File: src/hw/rtl/sha1_byte_stream_hasher_defines.svh
// Assertion macros used by the SHA-1 byte stream hasher core (sbsh_core).
// Needs a clk and rst in the scope of each use.
`ifndef SHA1_BYTE_STREAM_HASHER_DEFINES_SVH
`define SHA1_BYTE_STREAM_HASHER_DEFINES_SVH

// same-cycle implication
`define SBSH_ASSERT_NOW(lbl, ante, cons) \
  lbl: assert property (@(posedge clk) disable iff (rst) (ante) |-> (cons)) \
    else $error("sbsh check failed");

// next-cycle implication
`define SBSH_ASSERT_NEXT(lbl, ante, cons) \
  lbl: assert property (@(posedge clk) disable iff (rst) (ante) |=> (cons)) \
    else $error("sbsh check failed");

`endif

File: src/hw/rtl/sbsh_pkg.sv
// Shared types, constants and helpers for the SHA-1 byte stream hasher.
// No dependencies.
package sbsh_pkg;

  typedef enum logic [1:0] {
    OP_BYTE    = 2'd0,
    OP_FINISH  = 2'd1,
    OP_RESTART = 2'd2,
    OP_NONE    = 2'd3
  } op_t;

  typedef struct packed {
    op_t        op;
    logic [7:0] data;
  } item_t;

  typedef enum logic [2:0] {
    ST_IDLE,
    ST_PAD,
    ST_ROUND,
    ST_ADD,
    ST_EMIT
  } state_t;

  localparam logic [31:0] H_INIT_0 = 32'h67452301;
  localparam logic [31:0] H_INIT_1 = 32'hEFCDAB89;
  localparam logic [31:0] H_INIT_2 = 32'h98BADCFE;
  localparam logic [31:0] H_INIT_3 = 32'h10325476;
  localparam logic [31:0] H_INIT_4 = 32'hC3D2E1F0;

  localparam logic [7:0] PAD_MARK   = 8'h80;
  localparam logic [6:0] LAST_ROUND = 7'd79;
  localparam logic [5:0] LAST_SLOT  = 6'd63;
  localparam logic [5:0] LEN_SLOT   = 6'd56;
  localparam logic [3:0] LEN_BYTES  = 4'd8;

  function automatic logic [31:0] round_k(input logic [6:0] rnd);
    logic [31:0] k;
    if (rnd < 7'd20)      k = 32'h5A827999;
    else if (rnd < 7'd40) k = 32'h6ED9EBA1;
    else if (rnd < 7'd60) k = 32'h8F1BBCDC;
    else                  k = 32'hCA62C1D6;
    return k;
  endfunction

  function automatic logic [31:0] round_f(input logic [6:0] rnd, input logic [31:0] b,
                                          input logic [31:0] c, input logic [31:0] d);
    logic [31:0] f;
    if (rnd < 7'd20)      f = (b & c) | (~b & d);
    else if (rnd < 7'd40) f = b ^ c ^ d;
    else if (rnd < 7'd60) f = (b & c) | (b & d) | (c & d);
    else                  f = b ^ c ^ d;
    return f;
  endfunction

endpackage

File: src/hw/rtl/sbsh_front.sv
// Front end: takes stream words, decodes the command, queues work for the core.
// Depends on sbsh_pkg.
module sbsh_front (
  input  logic                 clk,
  input  logic                 rst,
  input  logic                 s_axis_tvalid,
  output logic                 s_axis_tready,
  input  logic [7:0]           s_axis_tdata,  // [7:0] data_byte
  input  logic [1:0]           s_axis_tuser,  // [1:0] cmd
  output logic                 q_valid,
  output sbsh_pkg::item_t      q_item,
  input  logic                 q_pop
);

  sbsh_pkg::item_t slot [2];
  logic            wr_ptr;
  logic            rd_ptr;
  logic [1:0]      count;
  logic            push;
  logic            take;
  sbsh_pkg::op_t   op;

  assign s_axis_tready = (count != 2'd2);
  assign op            = sbsh_pkg::op_t'(s_axis_tuser);
  assign take          = s_axis_tvalid && s_axis_tready;
  // unused command code is swallowed here
  assign push          = take && (op != sbsh_pkg::OP_NONE);
  assign q_valid       = (count != 2'd0);
  assign q_item        = slot[rd_ptr];

  always_ff @(posedge clk) begin
    if (push) begin
      slot[wr_ptr] <= '{op: op, data: s_axis_tdata};
    end
  end

  always_ff @(posedge clk) begin
    if (rst) begin
      wr_ptr <= 1'b0;
      rd_ptr <= 1'b0;
      count  <= 2'd0;
    end else begin
      if (push) wr_ptr <= ~wr_ptr;
      if (q_pop) rd_ptr <= ~rd_ptr;
      count <= count + {1'b0, push} - {1'b0, q_pop};
    end
  end

endmodule

File: src/hw/rtl/sbsh_core.sv
// Back end: absorbs bytes, pads, runs the 80 SHA-1 rounds, holds the result register.
// Depends on sbsh_pkg and sha1_byte_stream_hasher_defines.svh.
`include "sha1_byte_stream_hasher_defines.svh"

module sbsh_core (
  input  logic            clk,
  input  logic            rst,
  input  logic            q_valid,
  input  sbsh_pkg::item_t q_item,
  output logic            q_pop,
  output logic            m_axis_tvalid,
  input  logic            m_axis_tready,
  output logic [159:0]    m_axis_tdata,  // [31:0] digest_word_0 .. [159:128] digest_word_4
  output logic [0:0]      m_axis_tuser   // [0] ok
);

  sbsh_pkg::state_t state, state_next;

  logic [31:0]  hash [5];
  logic [511:0] blk;          // byte window, oldest byte on top
  logic [5:0]   fill;
  logic [63:0]  bit_length;
  logic         finished;
  logic         corrupt;
  logic         padding;
  logic         pad_first;
  logic [3:0]   len_cnt;
  logic [6:0]   rnd;
  logic [31:0]  a, b, c, d, e;

  logic         out_free;
  logic         load_out;
  logic [63:0]  len_sum;
  logic [7:0]   pad_byte;
  logic         len_phase;
  logic [31:0]  w0, w2, w8, w13, w_mix, w_new, t_sum;

  assign out_free = !m_axis_tvalid || m_axis_tready;
  assign len_sum  = bit_length + 64'd8;
  assign len_phase = (len_cnt != 4'd0) || (fill == sbsh_pkg::LEN_SLOT);

  always_comb begin
    if (pad_first)      pad_byte = sbsh_pkg::PAD_MARK;
    else if (len_phase) pad_byte = bit_length[6'(8 * (7 - int'(len_cnt[2:0]))) +: 8];
    else                pad_byte = 8'h00;
  end

  // message schedule from fixed taps of the window
  assign w0    = blk[511 -: 32];
  assign w2    = blk[447 -: 32];
  assign w8    = blk[255 -: 32];
  assign w13   = blk[95 -: 32];
  assign w_mix = w13 ^ w8 ^ w2 ^ w0;
  assign w_new = {w_mix[30:0], w_mix[31]};
  assign t_sum = {a[26:0], a[31:27]} + sbsh_pkg::round_f(rnd, b, c, d) + e + w0
               + sbsh_pkg::round_k(rnd);

  // next state
  always_comb begin
    state_next = state;
    unique case (state)
      sbsh_pkg::ST_IDLE: begin
        if (q_valid) begin
          unique case (q_item.op)
            sbsh_pkg::OP_BYTE: begin
              if (!finished && !corrupt && fill == sbsh_pkg::LAST_SLOT)
                state_next = sbsh_pkg::ST_ROUND;
            end
            sbsh_pkg::OP_FINISH: begin
              state_next = (corrupt || finished) ? sbsh_pkg::ST_EMIT : sbsh_pkg::ST_PAD;
            end
            default: state_next = sbsh_pkg::ST_IDLE;
          endcase
        end
      end
      sbsh_pkg::ST_PAD: begin
        if (fill == sbsh_pkg::LAST_SLOT) state_next = sbsh_pkg::ST_ROUND;
      end
      sbsh_pkg::ST_ROUND: begin
        if (rnd == sbsh_pkg::LAST_ROUND) state_next = sbsh_pkg::ST_ADD;
      end
      sbsh_pkg::ST_ADD: begin
        if (padding && len_cnt == sbsh_pkg::LEN_BYTES) state_next = sbsh_pkg::ST_EMIT;
        else if (padding)                               state_next = sbsh_pkg::ST_PAD;
        else                                            state_next = sbsh_pkg::ST_IDLE;
      end
      sbsh_pkg::ST_EMIT: begin
        if (out_free) state_next = sbsh_pkg::ST_IDLE;
      end
      default: state_next = sbsh_pkg::ST_IDLE;
    endcase
  end

  // outputs of the sequencer
  always_comb begin
    q_pop    = 1'b0;
    load_out = 1'b0;
    unique case (state)
      sbsh_pkg::ST_IDLE: q_pop    = q_valid;
      sbsh_pkg::ST_EMIT: load_out = out_free;
      default: ;
    endcase
  end

  always_ff @(posedge clk) begin
    if (rst) state <= sbsh_pkg::ST_IDLE;
    else     state <= state_next;
  end

  // round registers, loaded on entry to the round loop
  always_ff @(posedge clk) begin
    if (state_next == sbsh_pkg::ST_ROUND && state != sbsh_pkg::ST_ROUND) begin
      a   <= hash[0];
      b   <= hash[1];
      c   <= hash[2];
      d   <= hash[3];
      e   <= hash[4];
      rnd <= '0;
    end else if (state == sbsh_pkg::ST_ROUND) begin
      a   <= t_sum;
      b   <= a;
      c   <= {b[1:0], b[31:2]};
      d   <= c;
      e   <= d;
      rnd <= rnd + 7'd1;
    end
  end

  // byte window
  always_ff @(posedge clk) begin
    if (state == sbsh_pkg::ST_IDLE && q_valid && q_item.op == sbsh_pkg::OP_BYTE &&
        !finished && !corrupt) begin
      blk <= {blk[503:0], q_item.data};
    end else if (state == sbsh_pkg::ST_PAD) begin
      blk <= {blk[503:0], pad_byte};
    end else if (state == sbsh_pkg::ST_ROUND) begin
      blk <= {blk[479:0], w_new};
    end
  end

  // chaining and message state
  always_ff @(posedge clk) begin
    if (rst) begin
      hash       <= '{sbsh_pkg::H_INIT_0, sbsh_pkg::H_INIT_1, sbsh_pkg::H_INIT_2,
                      sbsh_pkg::H_INIT_3, sbsh_pkg::H_INIT_4};
      fill       <= '0;
      bit_length <= '0;
      finished   <= 1'b0;
      corrupt    <= 1'b0;
      padding    <= 1'b0;
      pad_first  <= 1'b0;
      len_cnt    <= '0;
    end else begin
      unique case (state)
        sbsh_pkg::ST_IDLE: begin
          if (q_valid) begin
            unique case (q_item.op)
              sbsh_pkg::OP_BYTE: begin
                if (finished || corrupt) begin
                  corrupt <= 1'b1;
                end else begin
                  fill       <= fill + 6'd1;
                  bit_length <= len_sum;
                  if (len_sum == 64'd0) corrupt <= 1'b1;
                end
              end
              sbsh_pkg::OP_FINISH: begin
                if (!corrupt && !finished) begin
                  padding   <= 1'b1;
                  pad_first <= 1'b1;
                  len_cnt   <= '0;
                end
              end
              sbsh_pkg::OP_RESTART: begin
                hash       <= '{sbsh_pkg::H_INIT_0, sbsh_pkg::H_INIT_1, sbsh_pkg::H_INIT_2,
                                sbsh_pkg::H_INIT_3, sbsh_pkg::H_INIT_4};
                fill       <= '0;
                bit_length <= '0;
                finished   <= 1'b0;
                corrupt    <= 1'b0;
              end
              default: ;
            endcase
          end
        end
        sbsh_pkg::ST_PAD: begin
          fill      <= fill + 6'd1;
          pad_first <= 1'b0;
          if (!pad_first && len_phase) len_cnt <= len_cnt + 4'd1;
        end
        sbsh_pkg::ST_ADD: begin
          hash[0] <= hash[0] + a;
          hash[1] <= hash[1] + b;
          hash[2] <= hash[2] + c;
          hash[3] <= hash[3] + d;
          hash[4] <= hash[4] + e;
          if (padding && len_cnt == sbsh_pkg::LEN_BYTES) begin
            padding  <= 1'b0;
            finished <= 1'b1;
          end
        end
        default: ;
      endcase
    end
  end

  // result register
  always_ff @(posedge clk) begin
    if (rst) begin
      m_axis_tvalid <= 1'b0;
    end else if (load_out) begin
      m_axis_tvalid <= 1'b1;
    end else if (m_axis_tready) begin
      m_axis_tvalid <= 1'b0;
    end
  end

  always_ff @(posedge clk) begin
    if (load_out) begin
      m_axis_tuser <= ~corrupt;
      m_axis_tdata <= corrupt ? '0 : {hash[4], hash[3], hash[2], hash[1], hash[0]};
    end
  end

  `SBSH_ASSERT_NOW(a_round_range, state == sbsh_pkg::ST_ROUND, rnd <= sbsh_pkg::LAST_ROUND)
  `SBSH_ASSERT_NOW(a_pad_clean, state == sbsh_pkg::ST_PAD, padding && !corrupt && !finished)
  `SBSH_ASSERT_NEXT(a_bad_zero, load_out && corrupt, m_axis_tvalid && m_axis_tdata == 160'd0)

endmodule

File: src/hw/rtl/sha1_byte_stream_hasher.sv
// Top level of the SHA-1 byte stream hasher.
// Depends on sbsh_pkg, sbsh_front and sbsh_core.
//
// One word in is one command: tuser carries cmd (0 absorb tdata as a message byte,
// 1 finish and return the digest, 2 restart, 3 ignored). Only finish returns a word:
// tuser[0] is ok, tdata holds H0..H4 with H0 in the low 32 bits, all zero when ok is 0.
// A byte after finish, or a 64-bit length overflow, marks the hash corrupt until
// restart; a second finish returns the same digest again. A two-word queue sits
// between the input decode and the hash core, and the digest sits in its own output
// register, so the core goes on taking words while a result waits; once a further
// digest is ready it stalls and the queue takes up to two more. The core absorbs one
// byte per cycle, but stalls while a full 64-byte block runs its 80 rounds and the
// chaining add. Finish pads one byte a cycle and runs one or two blocks before the
// digest shows.
module sha1_byte_stream_hasher (
  input  logic         clk,
  input  logic         rst,
  input  logic         s_axis_tvalid,
  output logic         s_axis_tready,
  input  logic [7:0]   s_axis_tdata,   // [7:0] data_byte
  input  logic [1:0]   s_axis_tuser,   // [1:0] cmd
  output logic         m_axis_tvalid,
  input  logic         m_axis_tready,
  output logic [159:0] m_axis_tdata,   // [31:0] digest_word_0 .. [159:128] digest_word_4
  output logic [0:0]   m_axis_tuser    // [0] ok
);

  logic            q_valid;
  logic            q_pop;
  sbsh_pkg::item_t q_item;

  sbsh_front u_front (
    .clk           (clk),
    .rst           (rst),
    .s_axis_tvalid (s_axis_tvalid),
    .s_axis_tready (s_axis_tready),
    .s_axis_tdata  (s_axis_tdata),
    .s_axis_tuser  (s_axis_tuser),
    .q_valid       (q_valid),
    .q_item        (q_item),
    .q_pop         (q_pop)
  );

  sbsh_core u_core (
    .clk           (clk),
    .rst           (rst),
    .q_valid       (q_valid),
    .q_item        (q_item),
    .q_pop         (q_pop),
    .m_axis_tvalid (m_axis_tvalid),
    .m_axis_tready (m_axis_tready),
    .m_axis_tdata  (m_axis_tdata),
    .m_axis_tuser  (m_axis_tuser)
  );

endmodule

File: config.mk
export PLATFORM = sky130hd
export DESIGN_NAME = sha1_byte_stream_hasher
export DESIGN_NICKNAME = d
export VERILOG_FILES = /design/src/hw/rtl/sbsh_pkg.sv /design/src/hw/rtl/sbsh_front.sv /design/src/hw/rtl/sbsh_core.sv /design/src/hw/rtl/sha1_byte_stream_hasher.sv
export VERILOG_INCLUDE_DIRS = /design/src /design/src/hw/rtl
export SDC_FILE = /design/constraint.sdc
export NUM_CORES = 2
export LEC_CHECK = 0
export ABC_AREA = 1
export BUFFER_PORTS_ARGS = -buffer_cell sky130_fd_sc_hd__buf_4
export CAP_MARGIN = 10
export CORE_ASPECT_RATIO = 1.75
export CORE_MARGIN = 2
export CORE_UTILIZATION = 60
export CTS_CLUSTER_SIZE = 28
export DETAILED_ROUTE_END_ITERATION = 16
export GPL_ROUTABILITY_DRIVEN = 0
export PLACE_DENSITY_LB_ADDON = 0.25
export REMOVE_ABC_BUFFERS = 1
export SLEW_MARGIN = 20
export SYNTH_ARGS = -nofsm -noshare
export SYNTH_HDL_FRONTEND = slang
export SYNTH_SLANG_ARGS = --single-unit
File: constraint.sdc
create_clock -name clk -period 34 [get_ports clk]
set_clock_uncertainty 0.05 [all_clocks]
set_input_delay 6.8 -clock clk [delete_from_list [all_inputs] [get_ports clk]]
set_output_delay 6.8 -clock clk [all_outputs]
set_load 0.02 [all_outputs]
**After elaboration in Yosys (flattened, before gate mapping)**

Memory sizes are Yosys's and may differ from the RTL's. A register that Yosys moved wholly into a read port is not among the register bits.
Cells that the tools add are included.

- $add $sub $neg: 16
- Reductions and logical operators: 37
- Equality and inequality tests: 24
- Shifts and indexed selects: 1
- Muxes and demuxes: 66
- $lt $le $gt $ge: 3
- Bitwise logic cells: 16

Operator list:

| operator | number |
|---|---|
| two-way mux 512 bit | 3 |
| two-way mux 32 bit | 15 |
| two-way mux 160 bit | 2 |
| one-hot mux 160 bit (2 select lines) | 1 |
| adder 32 bit | 9 |
| XOR 32 bit | 5 |
| bitwise AND 32 bit | 4 |
| one-hot mux 64 bit (2 select lines) | 1 |
| OR 32 bit | 3 |
| adder 64 x 4 -> 64 bit (second input constant) | 1 |
| logical NOT 64 bit | 1 |
| two-way mux 64 bit | 1 |
| indexed part select 64 x 6 -> 8 bit | 1 |
| NOT 32 bit | 1 |
| two-way mux 31 bit | 1 |
| one-hot mux 6 bit (2 select lines) | 2 |
| two-way mux 3 bit | 7 |
| AND reduction 4 bit | 5 |
| two-way mux 1 bit | 18 |
| two-way mux 4 bit | 4 |
| two-way mux 8 bit | 2 |
| one-hot mux 3 bit (5 select lines) | 1 |
| less-than comparator 7 x 6 -> 1 bit (second input constant) | 2 |
| inequality test 2 bit (second input constant) | 7 |
| 33 further kinds | 66 |

- Output and inout port bits: 163
- Bits of input ports: 14
- Word-level logic and storage cells: 190
- Memories: 1
- Bits in writable memories: 20
- Register bits after elaboration: 1,086

Memories:

| memory | words | width | rd ports | clocked after memory_dff | write ports | line | text |
|---|---|---|---|---|---|---|---|
| u_front.slot | 2 | 10 | 1 | 1 | 1 | sbsh_front.sv:15 | `sbsh_pkg::item_t slot [2];` |

**Logic depth before layout (Yosys ltp)**

- Depth after elaboration: 12
- Gate-level depth with buffers: 26

**Cells and area by module**

A second synthesis with hierarchy kept.

- Cell total of the unflattened synthesis: 7,084
- Area total of the unflattened synthesis: 61,592.8 sq um

Modules (own cells, without submodules):

| module | instances | area each (sq um) | cells an instance | seq. area each (sq um) |
|---|---|---|---|---|
| sbsh_core | 1 | 60,585.6 | 7,020 | 29,938.7 |
| sbsh_front | 1 | 1,007.2 | 64 | 700.7 |

**Worst setup path after synthesis**

No wires, ideal clock.

- Kind: input-to-reg
- From: input port m_axis_tready
- To: register u_core.m_axis_tdata[0], enable pin
- Path slack: 19.771 ns
- Arrival: 13.494 ns
- Cell stages on the path: 2
- Setup time: 0.684 ns
- Buffers on the path: 0
- Cells stage by stage: nor2_1 > nor2_1

- Longest elaborated chain between the ends: 2

RTL lines:

| element | line | text |
|---|---|---|
| start, declared | sha1_byte_stream_hasher.sv:23 | `input logic m_axis_tready,` |
| logical OR 1 bit | sbsh_core.sv:38 | `assign out_free = !m_axis_tvalid \|\| m_axis_tready;` |
| two-way mux 1 bit | sbsh_core.sv:98 | `unique case (state)` |
| via u_core.load_out | sbsh_core.sv:32 | `logic load_out;` |
| end signal, assigned | sbsh_core.sv:221 | `m_axis_tdata <= corrupt ? '0 : {hash[4], hash[3], hash[2], hash[1], hash[0]};` |
| end, declared | sbsh_core.sv:13 | `output logic [159:0] m_axis_tdata,` |

The timed path passes the listed nets, and every way through them passes these cells.
A chain may end at the register's enable or synchronous reset.

**Worst setup path in the final report**

- From: register u_front.count[1]
- To: output port s_axis_tready

- Longest elaborated chain between the ends: 1

RTL lines:

| element | line | text |
|---|---|---|
| start, declared | sbsh_front.sv:18 | `logic [1:0] count;` |
| start signal, assigned | sbsh_front.sv:45 | `count <= count + {1'b0, push} - {1'b0, q_pop};` |
| inequality test 2 bit | sbsh_front.sv:23 | `assign s_axis_tready = (count != 2'd2);` |
| end, declared | sha1_byte_stream_hasher.sv:19 | `output logic s_axis_tready,` |

Every way passes these cells.

==> key figures <==
Floorplanning
  • Die span in x: 247 um
  • Cell row count: 156
  • Die H: 429 um
  • Num ports: 177
  • Starting Density: 60.3%
  • Die area: 106,000 um^2
  • Core Footprint: 103,000 um^2

Yosys
  • Synth cell count leaders: 2,431 x nand2_1, 853 x edfxtp_1, 722 x inv_1
  • Sequential share of the synthesized area: 49.4%
  • Mapped Area: 62,000 um^2
  • Yosys warnings: 0
  • Primary FF master, synth: edfxtp_1
  • Async set-or-reset flop fraction in the synthesized netlist: 0%
  • Synth area leaders: edfxtp_1 41%, nand2_1 15%, dfxtp_1 8.1%
  • Yosys cell types: 58
  • Post-synth top area cell: edfxtp_1
  • Most numerous cell in the Yosys netlist: nand2_1
  • Synth Register Bits: 1,104
  • Avg Cell Area, Syn: 8.54 um^2
  • Gate Count Post-Synth: 7,258
  • Post-synth EDFFs: 853
  • Post-synth top area share: 41.3%

STA
  • Slew headroom: 17.5%
  • Final Critical Period: 8240 ps
  • Period utilization: 24.2%
  • Setup_tns: 0 ps
  • F_max: 0.121 GHz
  • Final hold vios: 0
  • Slew @ Worst Pin: 1220 ps
  • Slew Limit Fails: 0
  • Setup violations, final: 0
  • RSZ-0062 raised after global routing: no
  • Setup ws final: 25,760 ps

Critical path
  • Critical Path, Cell by Cell: nand2_1, buf_4
  • Critical Path AT: 1390 ps
  • Worst reg2reg path depth: 26
  • Reg2reg end: u_core.a[28]$_DFFE_PP_
  • Critical Path Source: u_front.count[1]$_SDFF_PP0_
  • Top Family by Delay on Critical Path: flip-flops
  • CP max-delay cell: dfxtp_1
  • R2r setup slk: 26,610 ps
  • CP Buf/Inv Count: 1
  • Crit end category: output port
  • Levels on crit path: 2
  • Worst setup path end: s_axis_tready
  • CP required: 27,150 ps
  • CP peak stage delay: 380 ps
  • CP max FO: 4
  • Critical path class: reg -> out
  • FF-to-FF Start: u_core.rnd[4]$_SDFFE_PP0P_
  • CP startpoint kind: flip-flop

Clock network
  • CTS H-tree lvls: 3
  • Post-CTS setup buffer count: 0
  • Root buffer cell: clkbuf_16
  • Post-CTS sizing: 0
  • Clk Latency, worst-skew pair: 760 ps
  • TritonCTS clock tree: built
  • Clk buf depth: 3
  • Hold Buf Count CTS: 0
  • Clock transition at path regs: 70 ps
  • Clk sinks: 1,104
  • Num CTS Buffers: 100

Global routing
  • Gr usage total: 35.2%
  • Initial antenna violation count: 6
  • Largest net degree at the start of global routing: 262
  • GRT overflow: 0
  • Vias in the first global route: 50,000
  • First-pass GRT wire length: 282 mm

Cells and area
  • Syn-to-layout area delta: 8.96%
  • Nets: 7,686
  • Share of cells above drive strength 1: 6.29%
  • Fill count: 8,414

Detailed routing
  • DRT Wirelength: 186 mm
  • Post-detailed-route count of antenna-violating nets: 0
  • Length of the first detailed-routing pass in iterations: 7
  • Avg WL per Cell: 21.2 um
  • 1st-iter DRT viols: 5,607
  • Via density per instance: 5.90
  • Remaining DRCs: 0
  • Via count: 51,600

Placed design
  • Detailed placement HPWL: 129 mm
  • Dpl ws: 25,240 ps
  • Input/output buffers: 176

Pwr
  • Pwr dens: 122 nW/um^2
  • Static Leak: 28.7 nW
  • Worst vdd rail ir drop: 140 uV

Status
  • Status: finished clean

Flow run
  • Max cap viols: 0

Min path
  • Min-delay worst type: reg -> reg
per-layer routing:
metal  track usage, %  vias to the layer above  part of all wire (%)
met1             37.8                    24000                    33
met5                0                        -                 0.014
met4             31.2                        4                    11
met2             58.2                     2662                    48
met3             7.45                      885                   8.2
li1                 -                    24100                     -
placed cells by master (no fill, tap or decap), types with 57 or more instances in the layout:
cell | synthesis | final
nand2_1 | 2431 | 2429
edfxtp_1 | 853 | 853
inv_1 | 722 | 722
nor2_1 | 537 | 535
a21oi_1 | 501 | 501
o21ai_0 | 334 | 329
dfxtp_1 | 251 | 250
ha_1 | 228 | 228
nand3_1 | 214 | 214
buf_4 | 41 | 210
o21ai_1 | 173 | 176
fa_1 | 124 | 124
xnor2_1 | 118 | 118
clkbuf_16 | 0 | 100
o21bai_1 | 58 | 57
worst min path at each step:
stage,slack [ps],startpoint,depth (start not counted),end
2_1_floorplan,380,u_front.rd_ptr$_SDFFE_PP0P_,1,flip-flop
3_3_place_gp,390,u_front.rd_ptr$_SDFFE_PP0P_,1,flip-flop
3_5_place_dp,400,u_front.rd_ptr$_SDFFE_PP0P_,1,u_front.rd_ptr$_SDFFE_PP0P_
4_1_cts,420,u_front.rd_ptr$_SDFFE_PP0P_,1,u_front.rd_ptr$_SDFFE_PP0P_
5_1_grt,440,u_front.rd_ptr$_SDFFE_PP0P_,1,u_front.rd_ptr$_SDFFE_PP0P_
6_report,420,u_front.rd_ptr$_SDFFE_PP0P_,1,u_front.rd_ptr$_SDFFE_PP0P_
sequential cells by signal, indices dropped and copies added, names as in the netlist, 61 cells and up, named ones only:
register,cells
u_core.bit_length,61
u_core.blk,512
u_core.hash,160
u_core.m_axis_tdata,160
cells by family (layout without fill, tap and decap cells):
group	count (synthesis)	count (layout)	share of synthesized area (%)
flip-flops	1104	1104	49.4
multiplexers	1	1	0.0161
AND/OR/NAND/NOR	3338	3338	21.3
buffers and inverters	1003	1149	6.69
other	0	5	0
adder cells (fa/ha/maj)	352	352	8.60
AO/OA/AOI/OAI	1288	1288	11.5
XOR/XNOR	172	172	2.43
where the power goes:
part	internal [mW]	switching, mW	leakage, nW
combinational	1.41	3.04	17.2
clock	0.652	0.553	1.63
sequential	2.32	0.266	9.92
cell type report:
type                       instances  area [um^2]  share of cell area [%]
antenna                            5         12.5                  0.0185
clock buffer                     120         2590                    3.83
clock inverter                    66          833                    1.23
inverter                         743         2800                    4.14
multi-input combinational       5151        27300                    40.4
sequential                      1104        30600                    45.4
tap                             1343         1680                    2.49
timing repair buffer             220         1740                    2.57
stage by stage:
stage | hold WS [ps] | util (%) | area, um^2 | cells | total power [mW]
after floorplan | 376 | - | 60600 | 6998 | 5.95
final | 421 | 65.7 | 67600 | 8752 | 8.23
after CTS | 415 | 65.6 | 67500 | 8743 | 8.12
after detailed placement | 403 | 62.3 | 64000 | 8557 | 6.90
after global routing | 444 | 65.7 | 67600 | 8749 | 8.81
after global placement | 386 | 62.3 | 64000 | 8557 | 6.80
Note: power is estimated with default switching activity, not from simulation.
